<file path="src/hdl/rfms_pkg.sv">
`default_nettype none

package rfms_pkg;

   // grid geometry
   localparam int MAX_SIDE    = 256;
   localparam int TILE_SIDE   = 16;
   localparam int STORE_CELLS = MAX_SIDE * MAX_SIDE;
   localparam int ADDR_W      = $clog2(STORE_CELLS);
   localparam int COORD_W     = $clog2(MAX_SIDE);
   localparam int SIDE_W      = COORD_W + 1;
   localparam int TILE_W      = $clog2(TILE_SIDE);
   localparam int TPR_W       = SIDE_W - TILE_W;
   localparam int CHG_W       = ADDR_W + 1;
   localparam int MAX_STAMP_CELLS = (MAX_SIDE - 2) * (MAX_SIDE - 2);

   // coordinate divider widths
   localparam int DIV_N_W = 23;
   localparam int DIV_D_W = 17;

   // item modes
   localparam logic [1:0] MODE_STAMP = 2'd0;
   localparam logic [1:0] MODE_CLEAR = 2'd1;
   localparam logic [1:0] MODE_READ  = 2'd2;

   // register indexes
   localparam logic [2:0] CSR_SPACING = 3'd0;
   localparam logic [2:0] CSR_COLUMNS = 3'd1;
   localparam logic [2:0] CSR_ROWS    = 3'd2;
   localparam logic [2:0] CSR_ORIGIN_X = 3'd3;
   localparam logic [2:0] CSR_ORIGIN_Y = 3'd4;

   typedef struct packed {
      logic [1:0]         mode;
      logic signed [19:0] pos_x;
      logic signed [19:0] pos_y;
      logic [19:0]        stamp_radius;
      logic [15:0]        fade_amount;
      logic [7:0]         cell_x;
      logic [7:0]         cell_y;
   } req_type;

   typedef struct packed {
      logic [7:0]       cell_value;
      logic [CHG_W-1:0] cells_changed;
   } rsp_type;

endpackage

`default_nettype wire

</file>
<file path="src/hdl/rfms_div.sv">
`default_nettype none

// Restoring unsigned divider, one quotient bit per cycle.
module rfms_div (
   input  wire logic                        clock,
   input  wire logic                        reset,
   input  wire logic                        start,
   input  wire logic [rfms_pkg::DIV_N_W-1:0] dividend,
   input  wire logic [rfms_pkg::DIV_D_W-1:0] divisor,
   output logic                             done,
   output logic [rfms_pkg::DIV_N_W-1:0]     quotient,
   output logic                             rem_nonzero
);
   import rfms_pkg::*;

   localparam int CNT_W = $clog2(DIV_N_W);

   logic                 busy_ff, busy_in;
   logic                 done_ff, done_in;
   logic [CNT_W-1:0]     cnt_ff, cnt_in;
   logic [DIV_N_W-1:0]   quo_ff, quo_in;
   logic [DIV_D_W-1:0]   rem_ff, rem_in;
   logic [DIV_D_W-1:0]   dvs_ff, dvs_in;
   logic [DIV_D_W:0]     shifted;
   logic [DIV_D_W+1:0]   trial;
   logic                 ge;

   // one trial subtraction per cycle
   always_comb begin
      shifted = {rem_ff, quo_ff[DIV_N_W-1]};
      trial   = {1'b0, shifted} - {2'b00, dvs_ff};
      ge      = ~trial[DIV_D_W+1];
      busy_in = busy_ff;
      done_in = 1'b0;
      cnt_in  = cnt_ff;
      quo_in  = quo_ff;
      rem_in  = rem_ff;
      dvs_in  = dvs_ff;
      if (start) begin
         busy_in = 1'b1;
         cnt_in  = '0;
         quo_in  = dividend;
         rem_in  = '0;
         dvs_in  = divisor;
      end else if (busy_ff) begin
         rem_in = ge ? trial[DIV_D_W-1:0] : shifted[DIV_D_W-1:0];
         quo_in = {quo_ff[DIV_N_W-2:0], ge};
         cnt_in = cnt_ff + 1'b1;
         if (cnt_ff == CNT_W'(DIV_N_W - 1)) begin
            busy_in = 1'b0;
            done_in = 1'b1;
         end
      end
   end

   always_ff @(posedge clock) begin
      if (reset) begin
         busy_ff <= 1'b0;
         done_ff <= 1'b0;
      end else begin
         busy_ff <= busy_in;
         done_ff <= done_in;
      end
      cnt_ff <= cnt_in;
      quo_ff <= quo_in;
      rem_ff <= rem_in;
      dvs_ff <= dvs_in;
   end

   assign done        = done_ff;
   assign quotient    = quo_ff;
   assign rem_nonzero = (rem_ff != '0);

endmodule

`default_nettype wire

</file>
<file path="config.mk">
export PLATFORM = sky130hd
export DESIGN_NAME = rfms_div
export DESIGN_NICKNAME = d
export VERILOG_FILES = /design/src/hdl/rfms_pkg.sv /design/src/hdl/rfms_div.sv
export SDC_FILE = /design/constraint.sdc
export NUM_CORES = 1
export LEC_CHECK = 0
export BUFFER_PORTS_ARGS = -buffer_cell sky130_fd_sc_hd__clkbuf_2
export CAP_MARGIN = 15
export CORE_MARGIN = 2
export CORE_UTILIZATION = 50
export CTS_CLUSTER_SIZE = 12
export DETAILED_ROUTE_END_ITERATION = 6
export HOLD_SLACK_MARGIN = 0.05
export PLACE_DENSITY = 0.76
export SLEW_MARGIN = 10
export SYNTH_ARGS = -nofsm -noshare
export SYNTH_HDL_FRONTEND = slang
export SYNTH_SLANG_ARGS = --single-unit
</file>
<file path="constraint.sdc">
create_clock -name clock -period 2.7 [get_ports clock]
set_clock_uncertainty 0.2 [all_clocks]
set_input_delay 0.675 -clock clock [delete_from_list [all_inputs] [get_ports clock]]
set_output_delay 0.675 -clock clock [all_outputs]
set_load 0.05 [all_outputs]
</file>
Word-level counts from Yosys, hierarchy flattened
Cells that the tools add are included.
Widths: inputs -> output; s select.
{"block": "classes", "addsub": 2, "n_eq_ne": 1, "n_mux": 7, "bitwise_logic": 2, "n_reduce_logical": 3}
{"cell": "$mux 23", "count": 2}
{"cell": "$sub 18x17->19", "count": 1}
{"cell": "$mux 17", "count": 1}
{"cell": "$reduce_bool 17->1", "count": 1}
{"cell": "$add 5x1->5 const B", "count": 1}
{"cell": "$eq 5x5->1 const B", "count": 1}
{"cell": "$mux 1", "count": 4}
{"cell": "$reduce_or 3->1", "count": 1}
{"cell": "$not 1->1", "count": 2}
{"cell": "$reduce_bool 2->1", "count": 1}
{"block": "totals", "ff_bits": 64, "inputBits": 43, "wordCells": 21}

Depth between registers and ports, before layout
Gate-level depths: netlist (run 1).
{"block": "logic_depth", "ltp_word": 4, "ltp_mapped": 12, "mapped_depth_nobuf": 11}

Least setup slack after synthesis (run 1)
Ideal clock, no wire load.
{"block": "synth_timing", "kind": "reg2reg", "from": "register quo_ff[22] (netlist: quotient[22])", "to": "register quo_ff[0] (netlist: quotient[0]) (data pin)", "arrival_ns": 2.478, "required_time_ns": 2.240, "path_slack_ns": -0.237, "path_stages_with_launch": 12, "path_buffers": 1, "period_less_slack_ns": 2.937, "cell_sequence": "edfxtp_1 inv_1 ha_1 inv_1 fa_1 a21oi_1 nand4b_1 a21oi_2 nor2_2 o21ai_4 buf_6 mux2_2"}
{"block": "synth_via", "elab_chain_len": 4}
{"element": "start, declared", "line_no": "rfms_div.sv:21", "rtl": "logic [DIV_N_W-1:0] quo_ff, quo_in;"}
{"element": "start signal, assigned", "line_no": "rfms_div.sv:65", "rtl": "quo_ff <= quo_in;"}
{"element": "$sub 18x17->19", "line_no": "rfms_div.sv:31", "rtl": "trial = {1'b0, shifted} - {2'b00, dvs_ff};"}
{"element": "$not 1->1", "line_no": "rfms_div.sv:32", "rtl": "ge = ~trial[DIV_D_W+1];"}
{"element": "$mux 23", "line_no": "rfms_div.sv:45", "rtl": "end else if (busy_ff) begin"}
{"element": "$mux 23", "line_no": "rfms_div.sv:39", "rtl": "if (start) begin"}
{"element": "via quo_in[0]", "line_no": "rfms_div.sv:21"}
The timed path passes the listed nets, and every way through them passes these cells. The select of a mux whose other input is x is not followed.
A chain may end at the register's enable or synchronous reset.

Worst setup path after layout (run 1)
{"block": "layout_timing", "from": "register dvs_ff[0]", "to": "register rem_ff[9]"}
{"block": "layout_via", "elab_chain_len": 2}
{"element": "start, declared", "line_no": "rfms_div.sv:23", "rtl": "logic [DIV_D_W-1:0] dvs_ff, dvs_in;"}
{"element": "start signal, assigned", "line_no": "rfms_div.sv:67", "rtl": "dvs_ff <= dvs_in;"}
{"element": "$sub 18x17->19", "line_no": "rfms_div.sv:31"}
{"element": "$mux 17", "line_no": "rfms_div.sv:46", "rtl": "rem_in = ge ? trial[DIV_D_W-1:0] : shifted[DIV_D_W-1:0];"}
{"element": "end signal, assigned", "line_no": "rfms_div.sv:66", "rtl": "rem_ff <= rem_in;"}
{"element": "end, declared", "line_no": "rfms_div.sv:22", "rtl": "logic [DIV_D_W-1:0] rem_ff, rem_in;"}
No other way between the ends.

==> results of run 1 <==
## timing repair
item                                    4_1_cts  5_1_grt
setup buffers                                 0       12
gates cloned                                  0        2
pin swaps                                     2       17
endpoints found under the setup margin        1       19
hold buffers                                  0        0
resized for setup                             5       18
## power by group through the flow
| stage | logic (uW) | clock network, uW | registers [uW] |
|---|---|---|---|
| floorplan | 414 | 0 | 1330 |
| CTS | 709 | 954 | 1190 |
| finish | 797 | 942 | 1200 |
| global placement | 685 | 0 | 1210 |
| detailed placement | 697 | 0 | 1210 |
| global route | 860 | 986 | 1210 |
## metrics by stage
stage	worst slack [ns]	power [uW]	hold slack, ns
4_1_cts	0.0266	2850	0.292
3_3_place_gp	0.126	1890	0.297
6_report	0.0180	2940	0.299
3_5_place_dp	0.0724	1910	0.312
2_1_floorplan	-0.0937	1740	0.271
5_1_grt	-0.101	3050	0.293
## worst max-delay path: stages (launching register included)
cell and delay, ns:
edfxtp_1 0.42, ha_4 0.20, inv_4 0.05, fa_2 0.21, a21oi_2 0.06, nand4b_1 0.22
a21oi_2 0.25, nor2_4 0.10, o21a_4 0.26, clkbuf_16 0.16, or4_4 0.42, nand3_2 0.07
## state kept, by name (all words and copies together), names as in the netlist
signal,count
dvs_ff,17
quotient,23
cnt_ff,5
done,1
rem_ff,17
busy_ff,1
## final cells by class
type                    instances  area share, %
multi-input cells             222           40.1
inverters                      23           1.98
clock buffers                  11           3.38
repair buffers                 86           12.4
well taps                      96           2.68
flip-flops and latches         64           37.7
clock inverters                 5           1.76
## cells in the mapped netlist (all sizes together), types with 2 or more instances
cell | count | area [sq um]
ha | 19 | 238
clkbuf | 3 | 11.3
buf | 8 | 61.3
xnor2 | 9 | 78.8
o31a | 2 | 17.5
a21oi | 17 | 100
mux2i | 4 | 40.0
dfxtp | 24 | 480
inv | 23 | 86.3
nand3 | 4 | 20.0
a311oi | 8 | 108
o21bai | 2 | 15.0
mux2 | 24 | 274
nor2b | 4 | 25.0
a21o | 4 | 30.0
xor2 | 6 | 52.6
nor2 | 29 | 111
o21a | 5 | 45.0
a211oi | 3 | 32.5
nor3 | 3 | 15.0
nand4 | 5 | 31.3
and3 | 4 | 25.0
a31oi | 2 | 12.5
edfxtp | 40 | 1200
o211ai | 4 | 30.0
o21ai | 11 | 70.1
or4 | 2 | 15.0
nand2 | 30 | 128
a32oi | 4 | 35.0
nand4b | 2 | 17.5
and2b | 2 | 17.5
nor4 | 3 | 18.8
## per-layer routing
metal	global-route usage (%)	vias up
met4	6.34	0
met2	32.5	78
met1	26.6	1292
met5	0	-
met3	5.88	13
li1	-	1349
## worst paths after layout
| check | depth (start not counted) | slack, ns | to |
|---|---|---|---|
| setup / recovery | 11 | 0.02 | rem_ff[9]$_SDFFE_PP0P_ |
| hold / removal | 2 | 0.30 | busy_ff$_SDFF_PP0_ |
| setup reg to reg | 11 | 0.02 | rem_ff[9]$_SDFFE_PP0P_ |
| hold reg to reg | 2 | 0.32 | rem_ff[2]$_SDFFE_PP0P_ |
## cells by family after synthesis
group	count (synthesis)	synth area share, %
xor gates and xnor gates	15	3.70
adders and majority gates	20	7.26
buffers and inverters	34	4.47
and+or+nand+nor	92	12.8
muxes	28	8.84
DFF	64	47.3
AOI/OAI and AO/OA	66	15.6
==> impl_metrics.csv, run 1 <==
group,metric,value,unit
route,via_per_inst,5.39,
power,switchingPower,905,uW
cts,clock_latency,0.35,ns
die,initial_core_util,52.0,%
power,power_per_cell_area,655,mW/mm^2
worst_setup_path,startpoint,"dvs_ff[0]$_DFFE_PP_",
worst_setup_path,r2r_start,"dvs_ff[0]$_DFFE_PP_",
placement,routabilityCongestion,0.831,
placement,place_inst,477,
sta,slew-limit-headroom,63.3,%
power,p_int,2030,uW
worst_setup_path,worst_setup_path_end_kind,"register",
route,wire_per_inst,15.8,um
route,wl_met2,4050,um
synthesis,netlist_area,0.00355,sq mm
sta,slew_viol_final,0,
die,rows,30,
route,drtAntennaViolNets,0,
global_route,grt_overflow,0,
synthesis,synthCells,319,
power,power.share.clock,32.1,%
worst_setup_path,crit_path_max_fanout,5,
sta,period_share,99.3,%
global_route,grt_max_degree,38,
synthesis,syn_nets,382,
sta,final.min_clock_period,2.68,ns
sta,grt_setup_unrepaired,"true",
run,maxCapViolations,0,
global_route,grt_first_pass_wirelength,12000,um
power,p_sw_share,30.8,%
power,p_leak,0.00188,uW
cts,htree_levels,3,
synthesis,ys_warn_count,0,
finish,fin_nets,469,
route,wl,8020,um
sta,fmax,0.373,GHz
placement,hpwl,5350,um
finish,final_common_cell,"clkbuf_2",
synthesis,ys_ff_latch,64,
hold_path,worstHoldStart,"reset",
finish,n_fill_cell,533,
sta,finalSetupTns,0,ns
route,dr_total_vias,2732,
cts,cts_buffer_depth,2,
cts,root_buffer,"clkbuf_8",
sta,hold_viol,0,
finish,multi_input_area,0.00180,sq mm
outcome,status,"finished, final reports clean",
cts,clk_pin_slew,0.07,ns
worst_setup_path,start_kind,"register",
route,highest_layer,"met4",
route,first_pass_iters,4,
finish,stdcell_area,0.00448,sq mm
cts,cts_tree,"built",
power,p_comb_share,27.1,%
placement,portBuffers,67,
placement,dpl-instance-area,0.00402,sq mm
global_route,grt_pass1_vias,2557,
synthesis,synth_cell_types,53,
global_route,antenna_found_initial,0,
hold_path,hold_path_class,"input pin to register",
power,vdd_drop_max,0.385,mV
route,drt_iter0_markers,154,
die,die_area,0.00779,sq mm
finish,diodes,0,
finish,drive_gt1_share,41.6,%
global_route,grt_usage,20.2,%
finish,final_cell_count_no_fill,507,
route,dr_wl_met3,412,um
synthesis,ys.flop_type,"edfxtp_1",
route,wl_met1,3420,um
worst_setup_path,path_class,"register to register",
synthesis,syn_avg_cell_area,11.1,sq um
finish,post-route-util,65.6,%
power,seqPwrFrac,40.8,%
finish,layout_common_cells,"clkbuf_2 (66), edfxtp_1 (40), nor2_1 (28)",
cts,cts_buffers,9,
synthesis,seq_area_frac_synth,47.3,%
worst_setup_path,crit_required,2.78,ns
sta,worstMarginPinSlew,0.549,ns
die,die_w,88.3,um
die,core_area,0.00683,sq mm
die,die_h,88.3,um
route,drc,0,
finish,seqCellArea,0.00169,sq mm
finish,synthToLayoutAreaGrowth,26.1,%
synthesis,synth_edf_count,40,
sta,setup_viol,0,
worst_setup_path,cp.arrival,2.77,ns
synthesis,synthArstFlopShare,0,%
die,ios,68,
cts,clock_sinks,64,
Power figures use the tool's default switching activity.
==> inputs of run 2 (changes only) <==
CORE_MARGIN = 3   (was 2)
SLEW_MARGIN = 40   (was 10)
==> run 2 against run 1 <==
Net effect:
- critical path depth is 7 lower
- combinational power fell by 5.9%
- sequential share of layout area rose by 1.2 points
- wire length down 1.1%
- cell area is 3.1% lower
- die area is 4.6% higher
- via count is 0.18% higher
- fmax increased by 1.7%
- largest power group unchanged
- highest routed layer unchanged
==> impl_metrics.csv, run 2 (synthesis results as in run 1) <==
group,metric,value,unit
cts,clock_latency,0.34,ns
placement,routabilityCongestion,0.836,
finish,synthToLayoutAreaGrowth,22.2,%
worst_setup_path,start_kind,"register",
die,die_w,90.3,um
cts,clock_sinks,64,
cts,root_buffer,"clkbuf_8",
die,die_area,0.00815,sq mm
sta,slew_viol_final,0,
route,drt_iter0_markers,207,
sta,slew-limit-headroom,69.1,%
placement,place_inst,484,
worst_setup_path,path_class,"register to output port",
global_route,grt_pass1_vias,2621,
finish,n_fill_cell,557,
cts,cts_buffers,9,
die,die_h,90.3,um
finish,final_cell_count_no_fill,506,
placement,hpwl,5690,um
global_route,grt_first_pass_wirelength,12900,um
sta,fmax,0.379,GHz
placement,dpl-instance-area,0.00405,sq mm
placement,pre_cts_ws,0.107,ns
finish,stdcell_area,0.00434,sq mm
cts,cts_buffer_depth,2,
worst_setup_path,worst_setup_path_end_kind,"output port",
route,dr_total_vias,2737,
die,core_area,0.00683,sq mm
run,maxCapViolations,0,
finish,diodes,0,
outcome,status,"finished, final reports clean",
route,via_per_inst,5.41,
worst_setup_path,cp.arrival,1.76,ns
route,first_pass_iters,4,
hold_path,hold_path_class,"input pin to register",
sta,hold_viol,0,
route,drtAntennaViolNets,0,
route,drc,0,
power,p_leak,0.00182,uW
cts,clk_pin_slew,0.07,ns
sta,worstMarginPinSlew,0.464,ns
sta,period_share,97.6,%
cts,htree_levels,3,
die,initial_core_util,52.0,%
global_route,antenna_found_initial,0,
placement,portBuffers,67,
sta,final.min_clock_period,2.64,ns
cts,cts_tree,"built",
finish,final_common_cell,"clkbuf_2",
global_route,grt_overflow,0,
sta,finalSetupTns,0,ns
die,ios,68,
worst_setup_path,crit_path_max_fanout,5,
sta,fin_ws,0.0639,ns
sta,setup_viol,0,
route,wl,7940,um
finish,largest_register_ffs,23,
die,rows,30,
route,wire_per_inst,15.7,um
finish,drive_gt1_share,39.8,%
global_route,grt_usage,20.0,%
finish,layout_common_cells,"clkbuf_2 (66), edfxtp_1 (40), nor2_1 (28)",
power,power_per_cell_area,630,mW/mm^2
power,vdd_drop_max,0.451,mV
worst_setup_path,crit_required,1.82,ns
finish,fin_nets,468,
global_route,grt_max_degree,24,
run 2: cell count changes in the layout (fill, tap and decap cells not counted), sizes merged:
cell,previous run,this run
o21ai,12,11
clkbuf,78,76
clkinv,3,5
bufinv,2,1
clkinvlp,0,1
run 2: through the flow:
step / util (%) / hold WS, ns / power (uW)
after floorplan: - / 0.271 / 1740
after global placement: 59.2 / 0.294 / 1890
after detailed placement: 59.2 / 0.307 / 1910
after CTS: 62.3 / 0.290 / 2720
after global routing: 63.5 / 0.280 / 2870
final: 63.5 / 0.305 / 2730
run 2: path summary, 6_finish.rpt:
| kind | cells after the start | slack (ns) | end | from |
|---|---|---|---|---|
| hold / removal | 1 | 0.30 | dvs_ff[8]$_DFFE_PP_ | divisor[8] |
| hold reg to reg | 2 | 0.32 | cnt_ff[4]$_SDFFE_PP0P_ | cnt_ff[4]$_SDFFE_PP0P_ |
| setup / recovery | 4 | 0.06 | rem_nonzero | rem_ff[0]$_SDFFE_PP0P_ |
| setup reg to reg | 11 | 0.10 | quotient[0]$_DFFE_PP_ | quotient[22]$_DFFE_PP_ |
run 2: critical path: stages, from the launching register on:
cell	delay, ns
dfxtp_4	0.37
nor4_4	0.28
nand4_1	0.13
or4_4	0.44
clkbuf_8	0.19
run 2: per-layer routing:
metal	track usage, %	up-vias	share of wire [%]
met5	0	-	0
met4	7.53	0	1.7
met3	5.58	11	5.1
met2	33.0	77	50
met1	24.9	1304	43
li1	-	1345	-
run 2: area by class of cell:
class	count	area (sq um)	area share [%]
clock buffer	9	124	2.85
clock inverter	7	62.6	1.44
inverter	23	86.3	1.99
multi-input combinational	221	1760	40.5
sequential	64	1690	38.9
tap	96	120	2.77
timing repair buffer	86	499	11.5
run 2: repair_timing:
item,in CTS,in global routing
gates resized for setup,5,7
hold buffers,0,0
endpoints found under the setup margin,1,13
hold endpoints to repair,0,0
buffers inserted,0,6
pin swaps,1,4
run 2: where the power goes:
part / switching, uW / internal, uW
registers: 60.9 / 1130
clock network: 372 / 418
logic: 450 / 300
==> inputs of run 3 (changes only) <==
GPL_TIMING_DRIVEN = 0   (was not set)
==> run 3 against run 2 <==
Net effect:
- the run now ends with setup timing left
- sequential cell count unchanged
- die area unchanged
- global-route usage fell by 0.43 points
- highest routed layer unchanged
- largest cell class unchanged
- via count is 0.51% lower
- critical path type unchanged
- wire length is 0.95% lower
- critical endpoint unchanged
- core utilization rose by 0.11 points
- critical path depth unchanged
- worst setup slack got worse by 0.080 ns
==> impl_metrics.csv, run 3 (synthesis results as in run 1) <==
group,metric,value,unit
outcome,status,"finished with violations",
outcome,violations,"setup timing",
sta,fmax,0.368,GHz
sta,final.min_clock_period,2.72,ns
global_route,grt_usage,19.5,%
die,die_w,90.3,um
worst_setup_path,r2r_slack,-0.01,ns
worst_setup_path,crit_required,1.82,ns
hold_path,min_path_cells,1,
worst_setup_path,r2r_start,"dvs_ff[0]$_DFFE_PP_",
worst_setup_path,start_kind,"register",
hold_path,worstHoldStart,"divisor[4]",
worst_setup_path,cp.arrival,1.84,ns
finish,post-route-util,63.6,%
power,p_leak,0.00181,uW
cts,cts_buffer_depth,2,
finish,diodes,0,
route,dr_total_vias,2723,
finish,final_common_cell,"clkbuf_2",
hold_path,holdPathEnd,"dvs_ff[4]$_DFFE_PP_",
sta,worstMarginPinSlew,0.656,ns
sta,whs,0.297,ns
hold_path,hold_path_class,"input pin to register",
global_route,grt_overflow,0,
sta,slew-limit-headroom,56.3,%
cts,cts_buffers,9,
power,switchingPower,916,uW
die,ios,68,
cts,clk_pin_slew,0.07,ns
global_route,grt_max_degree,24,
route,drc,0,
power,seqPwrFrac,43.0,%
die,die_h,90.3,um
cts,cts_tree,"built",
finish,fin_nets,471,
sta,period_share,101,%
power,p_sw_share,33.0,%
run,maxCapViolations,0,
placement,pre_cts_ws,-0.160,ns
route,first_pass_iters,5,
sta,fin_ws,-0.0165,ns
placement,hpwl,5470,um
route,wl,7860,um
die,die_area,0.00815,sq mm
power,power.share.clock,30.0,%
global_route,grt_pass1_vias,2668,
worst_setup_path,reg2reg_to,"rem_ff[9]$_SDFFE_PP0P_",
placement,routabilityCongestion,0.834,
power,vdd_drop_max,0.350,mV
die,rows,30,
cts,clock_latency,0.35,ns
global_route,grt_first_pass_wirelength,12600,um
global_route,antenna_found_initial,0,
worst_setup_path,worst_setup_path_end_kind,"output port",
finish,final_cell_count_no_fill,509,
sta,slew_viol_final,0,
worst_setup_path,crit_path_max_fanout,5,
finish,drive_gt1_share,38.5,%
power,p_comb_share,27.0,%
sta,setup_viol,2,
cts,clock_sinks,64,
finish,synthToLayoutAreaGrowth,22.4,%
cts,root_buffer,"clkbuf_8",
finish,layout_common_cells,"clkbuf_2 (66), edfxtp_1 (40), nor2_1 (28)",
route,wire_per_inst,15.4,um
power,p_int,1860,uW
worst_setup_path,path_class,"register to output port",
power,power_per_cell_area,638,mW/mm^2
die,core_area,0.00683,sq mm
route,drt_iter0_markers,197,
placement,portBuffers,67,
route,via_per_inst,5.35,
die,initial_core_util,52.0,%
finish,largest_register_ffs,23,
cts,hold_buffers,0,
route,drtAntennaViolNets,0,
placement,place_inst,482,
sta,hold_viol,0,
worst_setup_path,r2r_cells,11,
sta,grt_setup_unrepaired,"true",
cts,htree_levels,3,
[run 3: cell types whose count changed in the layout (fill, tap and decap cells not counted), sizes merged]
cell    change
clkbuf      +3
[run 3: layout make-up]
cell class,count,area (sq um)
inverter,23,86.3
timing repair buffer,78,427
tap,96,120
clock buffer,9,124
buffer,11,72.6
multi-input combinational,221,1760
sequential,64,1680
clock inverter,7,72.6
fill,563,2480
[run 3: worst max-delay path, stage by stage (launching register included)]
cell      delay [ns]
dfxtp_1         0.39
nor4_2          0.30
nand4_1         0.14
or4_1           0.45
clkbuf_8        0.20
[run 3: metal layers]
layer	vias to the layer above	global-route usage [%]	routed length (um)
met5	-	0	0
met4	0	6.89	134
met3	13	4.83	404
met2	78	33.7	3890
met1	1285	23.7	3430
li1	1347	-	-
[run 3: per-stage QoR]
step                      power (uW)  instance area (sq um)  setup TNS (ns)
after global routing            2890                   4350          -0.734
final                           2770                   4350         -0.0231
after detailed placement        1910                   4020           -3.67
after CTS                       2770                   4290         -0.0239
after global placement          1890                   4020           -2.99
after floorplan                 1740                   3570          -0.139
[run 3: worst max path at each step]
stage | from | to
floorplan | quotient[22]$_DFFE_PP_ | quotient[0]$_DFFE_PP_
global placement | start | quotient[2]$_DFFE_PP_
detailed placement | start | quotient[2]$_DFFE_PP_
CTS | rem_ff[0]$_SDFFE_PP0P_ | rem_nonzero
global route | quotient[22]$_DFFE_PP_ | rem_ff[0]$_SDFFE_PP0P_
finish | rem_ff[0]$_SDFFE_PP0P_ | rem_nonzero
[run 3: power groups by stage]
stage                     combinational, uW  clock, uW  sequential [uW]
after floorplan                         414          0             1330
after global placement                  683          0             1210
after detailed placement                698          0             1210
after CTS                               729        845             1190
after global routing                    806        879             1200
final                                   748        832             1190
[run 3: timing repair]
item,in CTS,in global routing
pin swaps,8,11
endpoints found under the hold margin,0,0
resized for setup,6,5
buffers inserted,6,5
setup endpoints to repair,4,19
